==> src/sv/four_level_alarm_with_deadband_macros.svh <==
// Assertion macros shared by the alarm block.
// FLAD_ASSERT_IMPL: same-cycle implication; FLAD_ASSERT_NEXT: next-cycle implication.
`ifndef FOUR_LEVEL_ALARM_WITH_DEADBAND_MACROS_SVH
`define FOUR_LEVEL_ALARM_WITH_DEADBAND_MACROS_SVH

`ifndef SYNTH
`define FLAD_ASSERT_IMPL(lbl, clk_s, rst_s, ante, cons) \
  lbl: assert property (@(posedge clk_s) disable iff (!rst_s) (ante) |-> (cons)) \
    else $error("alarm block assertion failed");
`define FLAD_ASSERT_NEXT(lbl, clk_s, rst_s, ante, cons) \
  lbl: assert property (@(posedge clk_s) disable iff (!rst_s) (ante) |=> (cons)) \
    else $error("alarm block assertion failed");
`else
`define FLAD_ASSERT_IMPL(lbl, clk_s, rst_s, ante, cons)
`define FLAD_ASSERT_NEXT(lbl, clk_s, rst_s, ante, cons)
`endif

`endif

==> src/sv/flad_pkg.sv <==
package flad_pkg;

  localparam int unsigned DATA_W = 32;
  localparam int unsigned HYST_W = 31;
  localparam int unsigned SEVS_W = 8;
  localparam int unsigned ADDR_W = 3;
  localparam int unsigned NUM_LVL = 4;

  typedef enum logic [2:0] {
    ST_NONE  = 3'd0,
    ST_UNDEF = 3'd1,
    ST_HIHI  = 3'd2,
    ST_LOLO  = 3'd3,
    ST_HIGH  = 3'd4,
    ST_LOW   = 3'd5
  } alarm_status_t;

  typedef enum logic [1:0] {
    SEV_NONE    = 2'd0,
    SEV_MINOR   = 2'd1,
    SEV_MAJOR   = 2'd2,
    SEV_INVALID = 2'd3
  } alarm_sev_t;

  typedef enum logic [ADDR_W-1:0] {
    REG_HIHI_LIMIT   = 3'd0,
    REG_HIGH_LIMIT   = 3'd1,
    REG_LOW_LIMIT    = 3'd2,
    REG_LOLO_LIMIT   = 3'd3,
    REG_HYSTERESIS   = 3'd4,
    REG_LEVEL_SEVS   = 3'd5,
    REG_VALUE_DBAND  = 3'd6,
    REG_ARCH_DBAND   = 3'd7
  } cfg_reg_t;

  typedef struct packed {
    logic signed [DATA_W-1:0] hihi_limit;
    logic signed [DATA_W-1:0] high_limit;
    logic signed [DATA_W-1:0] low_limit;
    logic signed [DATA_W-1:0] lolo_limit;
    logic [HYST_W-1:0]        hysteresis;
    logic [SEVS_W-1:0]        level_severities;
    logic signed [DATA_W-1:0] value_deadband;
    logic signed [DATA_W-1:0] archive_deadband;
  } flad_cfg_t;

endpackage

==> src/sv/flad_if.sv <==
interface flad_in_if;
  logic               valid;
  logic               ready;
  logic signed [31:0] sample;
  logic               read_ok;

  modport source (output valid, output sample, output read_ok, input ready);
  modport sink (input valid, input sample, input read_ok, output ready);
endinterface

interface flad_out_if;
  logic               valid;
  logic               ready;
  logic [2:0]         alarm_status;
  logic [1:0]         alarm_severity;
  logic               alarm_event;
  logic               value_event;
  logic               archive_event;
  logic signed [31:0] value_out;

  modport source (output valid, output alarm_status, output alarm_severity,
                  output alarm_event, output value_event, output archive_event,
                  output value_out, input ready);
  modport sink (input valid, input alarm_status, input alarm_severity,
                input alarm_event, input value_event, input archive_event,
                input value_out, output ready);
endinterface

==> src/sv/flad_cfg.sv <==
module flad_cfg (
  input  logic                                clk,
  input  logic                                rst_n,
  input  logic                                cfg_we,
  input  logic [flad_pkg::ADDR_W-1:0]         cfg_addr,
  input  logic [flad_pkg::DATA_W-1:0]         cfg_wdata,
  output flad_pkg::flad_cfg_t                 cfg
);
  import flad_pkg::*;

  flad_cfg_t cfg_r;
  flad_cfg_t cfg_nxt;

  // decode the write and drop bits above each register's width
  always_comb begin
    cfg_nxt = cfg_r;
    if (cfg_we) begin
      unique case (cfg_reg_t'(cfg_addr))
        REG_HIHI_LIMIT:  cfg_nxt.hihi_limit       = cfg_wdata;
        REG_HIGH_LIMIT:  cfg_nxt.high_limit       = cfg_wdata;
        REG_LOW_LIMIT:   cfg_nxt.low_limit        = cfg_wdata;
        REG_LOLO_LIMIT:  cfg_nxt.lolo_limit       = cfg_wdata;
        REG_HYSTERESIS:  cfg_nxt.hysteresis       = cfg_wdata[HYST_W-1:0];
        REG_LEVEL_SEVS:  cfg_nxt.level_severities = cfg_wdata[SEVS_W-1:0];
        REG_VALUE_DBAND: cfg_nxt.value_deadband   = cfg_wdata;
        REG_ARCH_DBAND:  cfg_nxt.archive_deadband = cfg_wdata;
        default:         cfg_nxt = cfg_r;
      endcase
    end
  end

  // hold the register file
  always_ff @(posedge clk) begin
    if (!rst_n) begin
      cfg_r <= '0;
    end else begin
      cfg_r <= cfg_nxt;
    end
  end

  assign cfg = cfg_r;

endmodule

==> src/sv/flad_core.sv <==
`include "four_level_alarm_with_deadband_macros.svh"

module flad_core (
  input  logic                clk,
  input  logic                rst_n,
  input  flad_pkg::flad_cfg_t cfg,
  flad_in_if.sink             in_ch,
  flad_out_if.source          out_ch
);
  import flad_pkg::*;

  // input register
  logic                     in_vld_r;
  logic signed [DATA_W-1:0] smp_r;
  logic                     rok_r;

  // block state
  logic                     undef_r;
  logic                     undef_nxt;
  logic signed [DATA_W-1:0] lalm_r;
  logic signed [DATA_W-1:0] lalm_nxt;
  logic signed [DATA_W-1:0] lval_r;
  logic signed [DATA_W-1:0] larc_r;
  alarm_status_t            prev_st_r;
  alarm_sev_t               prev_sev_r;

  // result register
  logic                     out_vld_r;
  alarm_status_t            st_r;
  alarm_sev_t               sev_r;
  logic                     aev_r;
  logic                     vev_r;
  logic                     arev_r;
  logic signed [DATA_W-1:0] vout_r;

  // stage logic
  logic                     advance;
  alarm_status_t            st_nxt;
  alarm_sev_t               sev_nxt;
  logic                     aev_nxt;
  logic                     vev_nxt;
  logic                     arev_nxt;
  logic signed [DATA_W:0]   val_x;
  logic signed [DATA_W:0]   lalm_x;
  logic signed [DATA_W:0]   hyst_x;
  logic signed [DATA_W:0]   lev_x [NUM_LVL];
  logic signed [DATA_W-1:0] lims [NUM_LVL];
  logic [1:0]               lsev [NUM_LVL];
  logic [NUM_LVL-1:0]       hit;

  localparam alarm_status_t LVL_STATUS [NUM_LVL] = '{ST_HIHI, ST_LOLO, ST_HIGH, ST_LOW};

  // absolute change against a posted value, or always when the band is negative
  function automatic logic db_pass(input logic signed [DATA_W-1:0] last,
                                   input logic signed [DATA_W-1:0] val,
                                   input logic signed [DATA_W-1:0] band);
    logic signed [DATA_W:0] diff;
    logic [DATA_W:0]        mag;
    diff = {last[DATA_W-1], last} - {val[DATA_W-1], val};
    mag  = diff[DATA_W] ? -diff : diff;
    return band[DATA_W-1] || (mag[DATA_W-1:0] > band[DATA_W-1:0]);
  endfunction

  assign advance     = in_vld_r && (!out_vld_r || out_ch.ready);
  assign in_ch.ready = !in_vld_r || advance;

  // capture the input word
  always_ff @(posedge clk) begin
    if (!rst_n) begin
      in_vld_r <= 1'b0;
    end else if (in_ch.ready) begin
      in_vld_r <= in_ch.valid;
    end
  end

  always_ff @(posedge clk) begin
    if (in_ch.ready && in_ch.valid) begin
      smp_r <= in_ch.sample;
      rok_r <= in_ch.read_ok;
    end
  end

  // level checks, all four side by side
  always_comb begin
    lims[0] = cfg.hihi_limit;
    lims[1] = cfg.lolo_limit;
    lims[2] = cfg.high_limit;
    lims[3] = cfg.low_limit;
    val_x   = {smp_r[DATA_W-1], smp_r};
    lalm_x  = {lalm_r[DATA_W-1], lalm_r};
    hyst_x  = {2'b00, cfg.hysteresis};
    for (int k = 0; k < NUM_LVL; k++) begin
      lsev[k]  = cfg.level_severities[2*k +: 2];
      lev_x[k] = {lims[k][DATA_W-1], lims[k]};
      if ((k % 2) == 0) begin
        hit[k] = (lsev[k] != 2'd0) &&
                 ((val_x >= lev_x[k]) ||
                  ((lalm_x == lev_x[k]) && (val_x >= lev_x[k] - hyst_x)));
      end else begin
        hit[k] = (lsev[k] != 2'd0) &&
                 ((val_x <= lev_x[k]) ||
                  ((lalm_x == lev_x[k]) && (val_x <= lev_x[k] + hyst_x)));
      end
    end
  end

  // pick the first matching level and form the result word
  always_comb begin
    undef_nxt = undef_r && !rok_r;
    st_nxt    = ST_NONE;
    sev_nxt   = SEV_NONE;
    lalm_nxt  = lalm_r;
    if (undef_nxt) begin
      st_nxt  = ST_UNDEF;
      sev_nxt = SEV_INVALID;
    end else begin
      lalm_nxt = smp_r;
      for (int k = NUM_LVL - 1; k >= 0; k--) begin
        if (hit[k]) begin
          st_nxt   = LVL_STATUS[k];
          sev_nxt  = alarm_sev_t'(lsev[k]);
          lalm_nxt = lims[k];
        end
      end
    end
    aev_nxt  = (st_nxt != prev_st_r) || (sev_nxt != prev_sev_r);
    vev_nxt  = db_pass(lval_r, smp_r, cfg.value_deadband);
    arev_nxt = db_pass(larc_r, smp_r, cfg.archive_deadband);
  end

  // advance state on each word that leaves the input register
  always_ff @(posedge clk) begin
    if (!rst_n) begin
      undef_r    <= 1'b1;
      lalm_r     <= '0;
      lval_r     <= '0;
      larc_r     <= '0;
      prev_st_r  <= ST_NONE;
      prev_sev_r <= SEV_NONE;
    end else if (advance) begin
      undef_r    <= undef_nxt;
      lalm_r     <= lalm_nxt;
      prev_st_r  <= st_nxt;
      prev_sev_r <= sev_nxt;
      if (vev_nxt) begin
        lval_r <= smp_r;
      end
      if (arev_nxt) begin
        larc_r <= smp_r;
      end
    end
  end

  // result register: fill on advance, drop when taken
  always_ff @(posedge clk) begin
    if (!rst_n) begin
      out_vld_r <= 1'b0;
    end else if (advance) begin
      out_vld_r <= 1'b1;
    end else if (out_ch.ready) begin
      out_vld_r <= 1'b0;
    end
  end

  always_ff @(posedge clk) begin
    if (advance) begin
      st_r   <= st_nxt;
      sev_r  <= sev_nxt;
      aev_r  <= aev_nxt;
      vev_r  <= vev_nxt;
      arev_r <= arev_nxt;
      vout_r <= smp_r;
    end
  end

  assign out_ch.valid          = out_vld_r;
  assign out_ch.alarm_status   = st_r;
  assign out_ch.alarm_severity = sev_r;
  assign out_ch.alarm_event    = aev_r;
  assign out_ch.value_event    = vev_r;
  assign out_ch.archive_event  = arev_r;
  assign out_ch.value_out      = vout_r;

  `FLAD_ASSERT_IMPL(a_undef_invalid, clk, rst_n, out_vld_r && st_r == ST_UNDEF, sev_r == SEV_INVALID)
  `FLAD_ASSERT_IMPL(a_none_sev, clk, rst_n, out_vld_r && st_r == ST_NONE, sev_r == SEV_NONE)
  `FLAD_ASSERT_IMPL(a_level_sev, clk, rst_n, out_vld_r && st_r != ST_NONE && st_r != ST_UNDEF, sev_r != SEV_NONE)
  `FLAD_ASSERT_NEXT(a_undef_sticky, clk, rst_n, !undef_r, !undef_r)
  `FLAD_ASSERT_NEXT(a_state_mirror, clk, rst_n, advance, prev_st_r == st_r && prev_sev_r == sev_r)

endmodule

==> src/sv/four_level_alarm_with_deadband.sv <==
// Channel   Dir  Word contents
// --------  ---  ---------------------------------------------------------
// in_ch     in   sample (signed 32), read_ok
// out_ch    out  alarm_status, alarm_severity, alarm/value/archive events, value_out
// cfg_*     in   write enable, 3-bit register index, 32-bit write data
//
// One word per cycle sustained while out_ch.ready holds; a taken word passes the input register,
// then the level checks and deadband compares into the result register.
// Synchronous active-low reset clears all settings to zero and sets the undefined flag.
// A stalled output holds the result register; the input register still takes one word,
// then in_ch.ready drops until the result is taken.
module four_level_alarm_with_deadband (
  input  logic                        clk,
  input  logic                        rst_n,
  flad_in_if.sink                     in_ch,
  flad_out_if.source                  out_ch,
  input  logic                        cfg_we,
  input  logic [flad_pkg::ADDR_W-1:0] cfg_addr,
  input  logic [flad_pkg::DATA_W-1:0] cfg_wdata
);
  import flad_pkg::*;

  flad_cfg_t cfg;

  // settings
  flad_cfg u_cfg (
    .clk       (clk),
    .rst_n     (rst_n),
    .cfg_we    (cfg_we),
    .cfg_addr  (cfg_addr),
    .cfg_wdata (cfg_wdata),
    .cfg       (cfg)
  );

  // alarm evaluation pipeline
  flad_core u_core (
    .clk    (clk),
    .rst_n  (rst_n),
    .cfg    (cfg),
    .in_ch  (in_ch),
    .out_ch (out_ch)
  );

endmodule

==> src/flat_wrapper.sv <==
// flat-port wrapper written by rule: the top's interface ports become plain ports
module four_level_alarm_with_deadband_flat import flad_pkg::*;
  (clk, rst_n, cfg_we, cfg_addr, cfg_wdata, in_ch_valid, in_ch_sample, in_ch_read_ok, in_ch_ready, out_ch_valid, out_ch_alarm_status, out_ch_alarm_severity, out_ch_alarm_event, out_ch_value_event, out_ch_archive_event, out_ch_value_out, out_ch_ready);
  flad_in_if in_ch_i ();
  flad_out_if out_ch_i ();
  input  logic clk;
  input  logic rst_n;
  input  logic cfg_we;
  input  logic [flad_pkg::ADDR_W-1:0] cfg_addr;
  input  logic [flad_pkg::DATA_W-1:0] cfg_wdata;
  input wire logic [$bits(in_ch_i.valid)-1:0] in_ch_valid;
  input wire logic [$bits(in_ch_i.sample)-1:0] in_ch_sample;
  input wire logic [$bits(in_ch_i.read_ok)-1:0] in_ch_read_ok;
  output wire logic [$bits(in_ch_i.ready)-1:0] in_ch_ready;
  output wire logic [$bits(out_ch_i.valid)-1:0] out_ch_valid;
  output wire logic [$bits(out_ch_i.alarm_status)-1:0] out_ch_alarm_status;
  output wire logic [$bits(out_ch_i.alarm_severity)-1:0] out_ch_alarm_severity;
  output wire logic [$bits(out_ch_i.alarm_event)-1:0] out_ch_alarm_event;
  output wire logic [$bits(out_ch_i.value_event)-1:0] out_ch_value_event;
  output wire logic [$bits(out_ch_i.archive_event)-1:0] out_ch_archive_event;
  output wire logic [$bits(out_ch_i.value_out)-1:0] out_ch_value_out;
  input wire logic [$bits(out_ch_i.ready)-1:0] out_ch_ready;
  assign in_ch_i.valid = in_ch_valid;
  assign in_ch_i.sample = in_ch_sample;
  assign in_ch_i.read_ok = in_ch_read_ok;
  assign in_ch_ready = in_ch_i.ready;
  assign out_ch_valid = out_ch_i.valid;
  assign out_ch_alarm_status = out_ch_i.alarm_status;
  assign out_ch_alarm_severity = out_ch_i.alarm_severity;
  assign out_ch_alarm_event = out_ch_i.alarm_event;
  assign out_ch_value_event = out_ch_i.value_event;
  assign out_ch_archive_event = out_ch_i.archive_event;
  assign out_ch_value_out = out_ch_i.value_out;
  assign out_ch_i.ready = out_ch_ready;
  four_level_alarm_with_deadband u_core (.clk(clk), .rst_n(rst_n), .in_ch(in_ch_i), .out_ch(out_ch_i), .cfg_we(cfg_we), .cfg_addr(cfg_addr), .cfg_wdata(cfg_wdata));
endmodule
==> config.mk <==
export PLATFORM = sky130hd
export DESIGN_NAME = four_level_alarm_with_deadband_flat
export DESIGN_NICKNAME = d
export VERILOG_FILES = /design/src/sv/flad_pkg.sv /design/src/sv/flad_if.sv /design/src/sv/flad_cfg.sv /design/src/sv/flad_core.sv /design/src/sv/four_level_alarm_with_deadband.sv /design/src/flat_wrapper.sv
export VERILOG_INCLUDE_DIRS = /design/src /design/src/sv
export SDC_FILE = /design/constraint.sdc
export NUM_CORES = 2
export LEC_CHECK = 0
export ABC_AREA = 1
export BUFFER_PORTS_ARGS = -buffer_cell sky130_fd_sc_hd__buf_4
export CAP_MARGIN = 0
export CORE_ASPECT_RATIO = 1.4
export CORE_MARGIN = 2
export CORE_UTILIZATION = 30
export CTS_CLUSTER_SIZE = 30
export DETAILED_ROUTE_END_ITERATION = 8
export PLACE_DENSITY = 0.56
export REMOVE_ABC_BUFFERS = 1
export SYNTH_ARGS = -nofsm -noshare
export SYNTH_HDL_FRONTEND = slang
export SYNTH_SLANG_ARGS = --single-unit
==> constraint.sdc <==
create_clock -name clk -period 5.6 [get_ports clk]
set_input_delay 0.56 -clock clk [delete_from_list [all_inputs] [get_ports clk]]
set_output_delay 0.56 -clock clk [all_outputs]
set_load 0.05 [all_outputs]
# Word-level counts from Yosys, hierarchy flattened
# Cells that the tools add are included.
[op_classes]
bitwise_logic = 1
order_cmp = 10
n_eq_ne = 13
addsub = 8
mux = 18
reduce_logical = 40
[ops]
columns = ["op", "count"]
rows = [
  ["32-bit two-way mux", 6],
  ["32-bit by 32-bit subtractor with 33-bit output", 4],
  ["32-bit == test", 4],
  ["32-bit by 32-bit adder with 33-bit output", 2],
  ["32-bit by 33-bit greater-or-equal comparator with 1-bit output", 2],
  ["32-bit by 33-bit less-or-equal comparator with 1-bit output", 2],
  ["32-bit greater-or-equal comparator", 2],
  ["32-bit > comparator", 2],
  ["32-bit less-or-equal comparator", 2],
  ["32-bit negation", 2],
  ["2-bit AND reduction", 11],
  ["3-bit two-way mux", 5],
  ["3-bit == test, second input constant", 4],
  ["1-bit logical AND", 11],
  ["2-bit two-way mux", 5],
  ["2-bit nonzero test", 5],
  ["1-bit logical OR", 9],
  ["3-bit by 2-bit == test with 1-bit output, second input constant", 2],
  ["3-bit by 1-bit == test with 1-bit output, second input constant", 1],
  ["1-bit logical NOT", 3],
  ["3-bit logical NOT", 1],
  ["3-bit inequality test", 1],
  ["1-bit two-way mux", 2],
  ["2-bit inequality test", 1],
  ["1-bit inverter", 1],
]
[word_totals]
in_bits = 73
out_inout_bits = 42
ff_bits = 408
elab_cells = 114

# Longest topological paths before layout
[logic_depth]
depth_word = 12
ltp_mapped = 43
ltp_nobuf = 43

# Hierarchy
# From an unflattened synthesis, not the netlist that was laid out.
[hier_totals]
cells_unflattened = 5682
hier_area_um2 = 37792.5
[by_module_without_submodules]
columns = ["mod", "instances", "seq_area_each_um2", "area_per_inst_um2", "cells_per_inst"]
rows = [
  ["flad_core", 1, 4274.1, 28787.6, 4381],
  ["flad_cfg", 1, 4624.4, 9004.9, 1301],
]

# Worst setup path before layout
# OpenSTA, ideal clock, no wires.
[synth_timing]
path_type = "register to register"
from = "reg u_core.u_core.smp_r[1]"
to = "reg u_core.u_core.larc_r[22]"
setup_time_ns = 0.070
period_less_slack_ns = 4.717
setup_slack_ns = 0.883
t_arrival_ns = 4.647
stages_incl_launch_ff = 30
cell_sequence = "edfxtp_1 > inv_1 > fa_1 > nand3_1 > nand2_2 > a21oi_4 > o21bai_4 > nand2_1 > nand2_1 > a21oi_1 > xor2_1 > nand2_1 > nor2_1 > nand4_1 > nand2_1 > nand2_1 > nand3_1 > nand2_1 > ha_1 > nand4_1 > nor3_1 > nor4b_1 > o21ai_0 > a22o_1 > nand2_1 > nand2_1 > clkinv_1 > clkbuf_1 > o21ai_0 > a21oi_1"
[synth_via]
elab_chain_len = 6
[synth_rtl]
columns = ["element", "line_no", "text"]
rows = [
  ["start: declaration", "flad_core.sv:14", "logic signed [DATA_W-1:0] smp_r;"],
  ["start signal: assignment", "flad_core.sv:78", "smp_r <= in_ch.sample;"],
  ["32-bit by 32-bit subtractor with 33-bit output *", "flad_core.sv:59", "diff = {last[DATA_W-1], last} - {val[DATA_W-1], val};"],
  ["32-bit negation", "flad_core.sv:60", "mag = diff[DATA_W] ? -diff : diff;"],
  ["32-bit two-way mux *", "flad_core.sv:60", ""],
  ["32-bit > comparator *", "flad_core.sv:61", "return band[DATA_W-1] || (mag[DATA_W-1:0] > band[DATA_W-1:0]);"],
  ["1-bit logical OR *", "flad_core.sv:61", ""],
  ["named net u_core.u_core.arev_nxt", "flad_core.sv:42", "logic arev_nxt;"],
  ["2-bit AND reduction (no line) *", "--", ""],
  ["end signal: assignment", "flad_core.sv:149", "larc_r <= smp_r;"],
  ["end: declaration", "flad_core.sv:23", "logic signed [DATA_W-1:0] larc_r;"],
]
# The timed path passes the listed nets; every way through them passes the cells marked *.
# A chain may end at the register's enable or synchronous reset.

# Worst setup path after layout
[layout_timing]
from = "reg u_core.u_cfg.cfg_r (netlist bit u_core.u_cfg.cfg[74])"
to = "reg u_core.u_core.aev_r (netlist: u_core.u_core.out_ch.alarm_event), data pin"
[layout_via]
elab_chain_len = 12
elab_cells_between_ends = 33
classes_between = "add/sub (4); order compare (4); eq/ne (2); mux (10); reduce/logical (13)"
[layout_rtl]
columns = ["element", "line_no", "text"]
rows = [
  ["start: declaration", "flad_cfg.sv:11", "flad_cfg_t cfg_r;"],
  ["start signal: assignment", "flad_cfg.sv:37", "cfg_r <= cfg_nxt;"],
  ["32-bit by 32-bit adder with 33-bit output", "flad_core.sv:102", "((lalm_x == lev_x[k]) && (val_x <= lev_x[k] + hyst_x)));"],
  ["32-bit by 33-bit less-or-equal comparator with 1-bit output", "flad_core.sv:102", ""],
  ["1-bit logical AND", "flad_core.sv:102", ""],
  ["1-bit logical OR", "flad_core.sv:101", "((val_x <= lev_x[k]) ||"],
  ["1-bit logical AND", "flad_core.sv:100", "hit[k] = (lsev[k] != 2'd0) &&"],
  ["3-bit two-way mux (3 in a row)", "flad_core.sv:119", "if (hit[k]) begin"],
  ["3-bit two-way mux *", "flad_core.sv:119", ""],
  ["3-bit two-way mux *", "flad_core.sv:113", "if (undef_nxt) begin"],
  ["named net u_core.u_core.st_nxt[0]", "flad_core.sv:38", "alarm_status_t st_nxt;"],
  ["3-bit inequality test *", "flad_core.sv:126", "aev_nxt = (st_nxt != prev_st_r) || (sev_nxt != prev_sev_r);"],
  ["1-bit logical OR *", "flad_core.sv:126", ""],
  ["named net u_core.u_core.aev_nxt", "flad_core.sv:40", "logic aev_nxt;"],
  ["end signal: assignment", "flad_core.sv:169", "aev_r <= aev_nxt;"],
  ["end: declaration", "flad_core.sv:31", "logic aev_r;"],
]
# Marked as above.

==> results.md <==
- Sink Count: 408
- WL per Instance: 21.2 um
- Most Frequent Cell on Critical Path: nand2_1
- Final Hold Fails: 0
- Synth Instances: 5194
- Via/cell ratio: 5.16
- Fmax: 0.184 GHz
- Via count: 38000
- WL final: 156 mm
- Row count: 150
- DP HPWL: 122 mm
- IO Port Bufs: 114
- Status: finished, final reports clean
- Nets: 6328
- First-pass GRT wire length: 222 mm
- Finish-stage setup viols: 0
- Worst path buffer plus inverter count: 5
- Top-area cell type share of the netlist area: 18.6%
- Placed cells: 7231
- Post-Syn Area: 36100 um2
- Async SR Flop Fraction: 0%
- CTS HTree Levels: 2
- Drt pass-1 iters: 6
- Primary FF master, synth: dfxtp_1
- Die H: 414 um
- Slew @ Worst Pin: 1260 ps
- Smallest setup slack after layout: 171 ps
- GR Overflow Total: 0
- Largest delay share family, worst path: simple AND/OR/NAND/NOR gates
- Die ar.: 123000 um2
- Largest stage delay on the critical path: 350 ps
- Clk pin slew, worst setup/hold paths: 70 ps
- WP data required: 6010 ps
- Clock share of power: 21.3%
- Sequential-to-total area share from yosys stat: 24.7%
- Starting DRT DRC Count: 2598
- Most common cell in the netlist: nand2_1
- Starting density of the core: 30.2%
- Avg Inst Size Synth: 6.95 um2
- Data arrival time of the critical path: 5830 ps
- MaxCap Viol Count: 0
- Synth warn: 0
- Most frequent cells after synthesis: nand2_1 (990), a21oi_1 (694), inv_1 (655)
- #FFs+latches synth: 408
- Number of global-route vias before repair: 37700
- Switching part of the total power: 43.5%
- Worst-Skew Late Latency: 660 ps
- Worst hold slack: 92.3 ps
- Class of the worst hold path: primary input to register
- TritonCTS Buffers: 48
- Synth top area cells: dfxtp_1 (19%), ha_1 (18%), nand2_1 (10%)
- Detail Route Antenna Nets: 0
- Pin count of the biggest net entering global routing: 119
- Largest area contributor in the netlist: dfxtp_1
- Hold_sp: in_ch_sample[15]
- Static leakage: 20.9 nW
- RSZ-0062 raised after global routing: true
- Crit path kind: register to register
- R2R Path Start: u_core.u_cfg.cfg[74]$_SDFFE_PN0P_
- GRT Resource Usage Total: 23.6%
- EDFF count, synth: 73
- Critical Path Source Type: register
- Gate power share: 56.9%
- Tmin final: 5430 ps
- CTS tree: done
- Crit path launch: u_core.u_cfg.cfg[74]$_SDFFE_PN0P_
- RePlAce Congestion: 0.981
- Relative slew slack: 15.8%
- Area Growth Syn to Fin: 26.2%
- Ports: 115
- Sequential share of power: 21.8%
- CTS Buffer Depth: 3
- Power per cell area: 345 nW/um2
- CP Max Fanout: 8
- Period Utilization, post-route: 96.9%
- Initial antenna violation count: 2
- Final-report max-slew violation count: 0
- DRC errors left: 0
- Die W: 297 um
- Worst path slowest cell: ha_1
- NetSw: 0.00684 W
- Dpl ws: -349 ps
- Post-Layout Cell Count: 7374
- Clock Tree Root: clkbuf_16
- Share of cells above drive strength 1: 17.2%
- Core Area: 119000 um2
- Worst clock skew: 34.0 ps
- Setup crit end kind: register
- Distinct cell type count after synthesis: 59
- Post-CTS Hold Buffers: 0
- Worst VDD drop: 322 uV
- Internal: 0.00890 W
==> final timing paths <==
check / to / slack [ps] / depth (start not counted)
max reg2reg: u_core.u_core.out_ch.alarm_event$_DFFE_PP_ / 170 / 33
min: u_core.u_core.smp_r[15]$_DFFE_PP_ / 90 / 1
min reg2reg: u_core.u_cfg.cfg[42]$_SDFFE_PN0P_ / 460 / 2
max: u_core.u_core.out_ch.alarm_event$_DFFE_PP_ / 170 / 33
==> repair_timing <==
| item | 4_1_cts | 5_1_grt |
|---|---|---|
| endpoints found under the setup margin | 98 | 107 |
| buffers inserted | 1 | 31 |
| cloned | 0 | 18 |
| gates resized for setup | 39 | 289 |
| pin swaps | 2 | 54 |
==> layout by cell type (no fill, tap or decap), types with 15 or more instances in the layout <==
cell and instances:
nand2_2 42, o21bai_1 15, o21ai_2 21, xnor2_1 165, a21o_1 32, dfxtp_1 334
nor2_1 373, nand2_1 940, nor3_1 47, ha_1 502, a21oi_2 40, buf_4 598
edfxtp_1 73, inv_1 640, o21a_1 23, xor2_1 137, clkbuf_16 64, o21ai_1 31
inv_2 19, buf_12 17, nand4_1 87, o2111ai_1 26, nor2_2 38, nand3_1 132
o21ai_0 413, a21oi_1 652, a31oi_1 61
==> logic make-up after synthesis <==
family,share of synthesized area [%]
simple gates,19.8
compound gates,21.2
buf+inv,8.59
fa+ha+maj,18.2
flops,24.7
xor+xnor,7.64
==> registers in the layout, summed over array words and instances (netlist names), 2 cells and up <==
| register | count |
|---|---|
| u_core.u_core.out_ch.value_out | 32 |
| u_core.u_core.larc_r | 32 |
| u_core.u_cfg.cfg | 231 |
| u_core.u_core.smp_r | 32 |
| u_core.u_core.lalm_r | 32 |
| u_core.u_core.lval_r | 32 |
| u_core.u_core.prev_st_r | 3 |
| u_core.u_core.prev_sev_r | 2 |
| u_core.u_core.out_ch.alarm_severity | 2 |
| u_core.u_core.out_ch.alarm_status | 3 |
==> routing by layer <==
metal	GRT usage, %	part of all wire, %	up-vias
met5	0	0	-
met4	14.2	7.6	0
met3	2.01	4.2	434
met2	44.7	51	1084
met1	25.3	37	17900
li1	-	-	18700
==> layout make-up <==
cell class	count	area, um2
fillers	12700	73800
multi-input cells	3970	25200
flip-flops and latches	408	8900
repair buffers	641	5340
inverters	666	2510
well taps	1596	2000
clock buffers	66	1390
clock inverters	22	223
diodes	5	12.5
==> power groups by stage <==
stage | Combinational, W | Sequential [W] | Clock (W)
3_3_place_gp | 0.00809 | 0.00348 | 0
6_report | 0.00895 | 0.00344 | 0.00335
5_1_grt | 0.00989 | 0.00346 | 0.00350
3_5_place_dp | 0.00817 | 0.00348 | 0
4_1_cts | 0.00825 | 0.00342 | 0.00340
2_1_floorplan | 0.00478 | 0.00351 | 0
==> worst reg2reg max path, delay by kind of cell, from the launching register on <==
family          cells  cell delay [ps]
compound gates     10             1660
flops               1              340
xor+xnor            1              150
simple gates       15             1650
buf+inv             5              720
fa+ha+maj           2              670
==> metrics by stage <==
stage / instance area (um2) / TNS [ps] / utilization (%) / power (W)
2_1_floorplan: 35500 / -2250 / - / 0.00829
3_3_place_gp: 42100 / -11070 / 35.3 / 0.0116
3_5_place_dp: 42100 / -13390 / 35.3 / 0.0117
4_1_cts: 43800 / 0 / 36.7 / 0.0151
5_1_grt: 45500 / -1240 / 38.1 / 0.0169
6_report: 45500 / 0 / 38.2 / 0.0157
No activity file was read; power rests on OpenSTA's default activity.
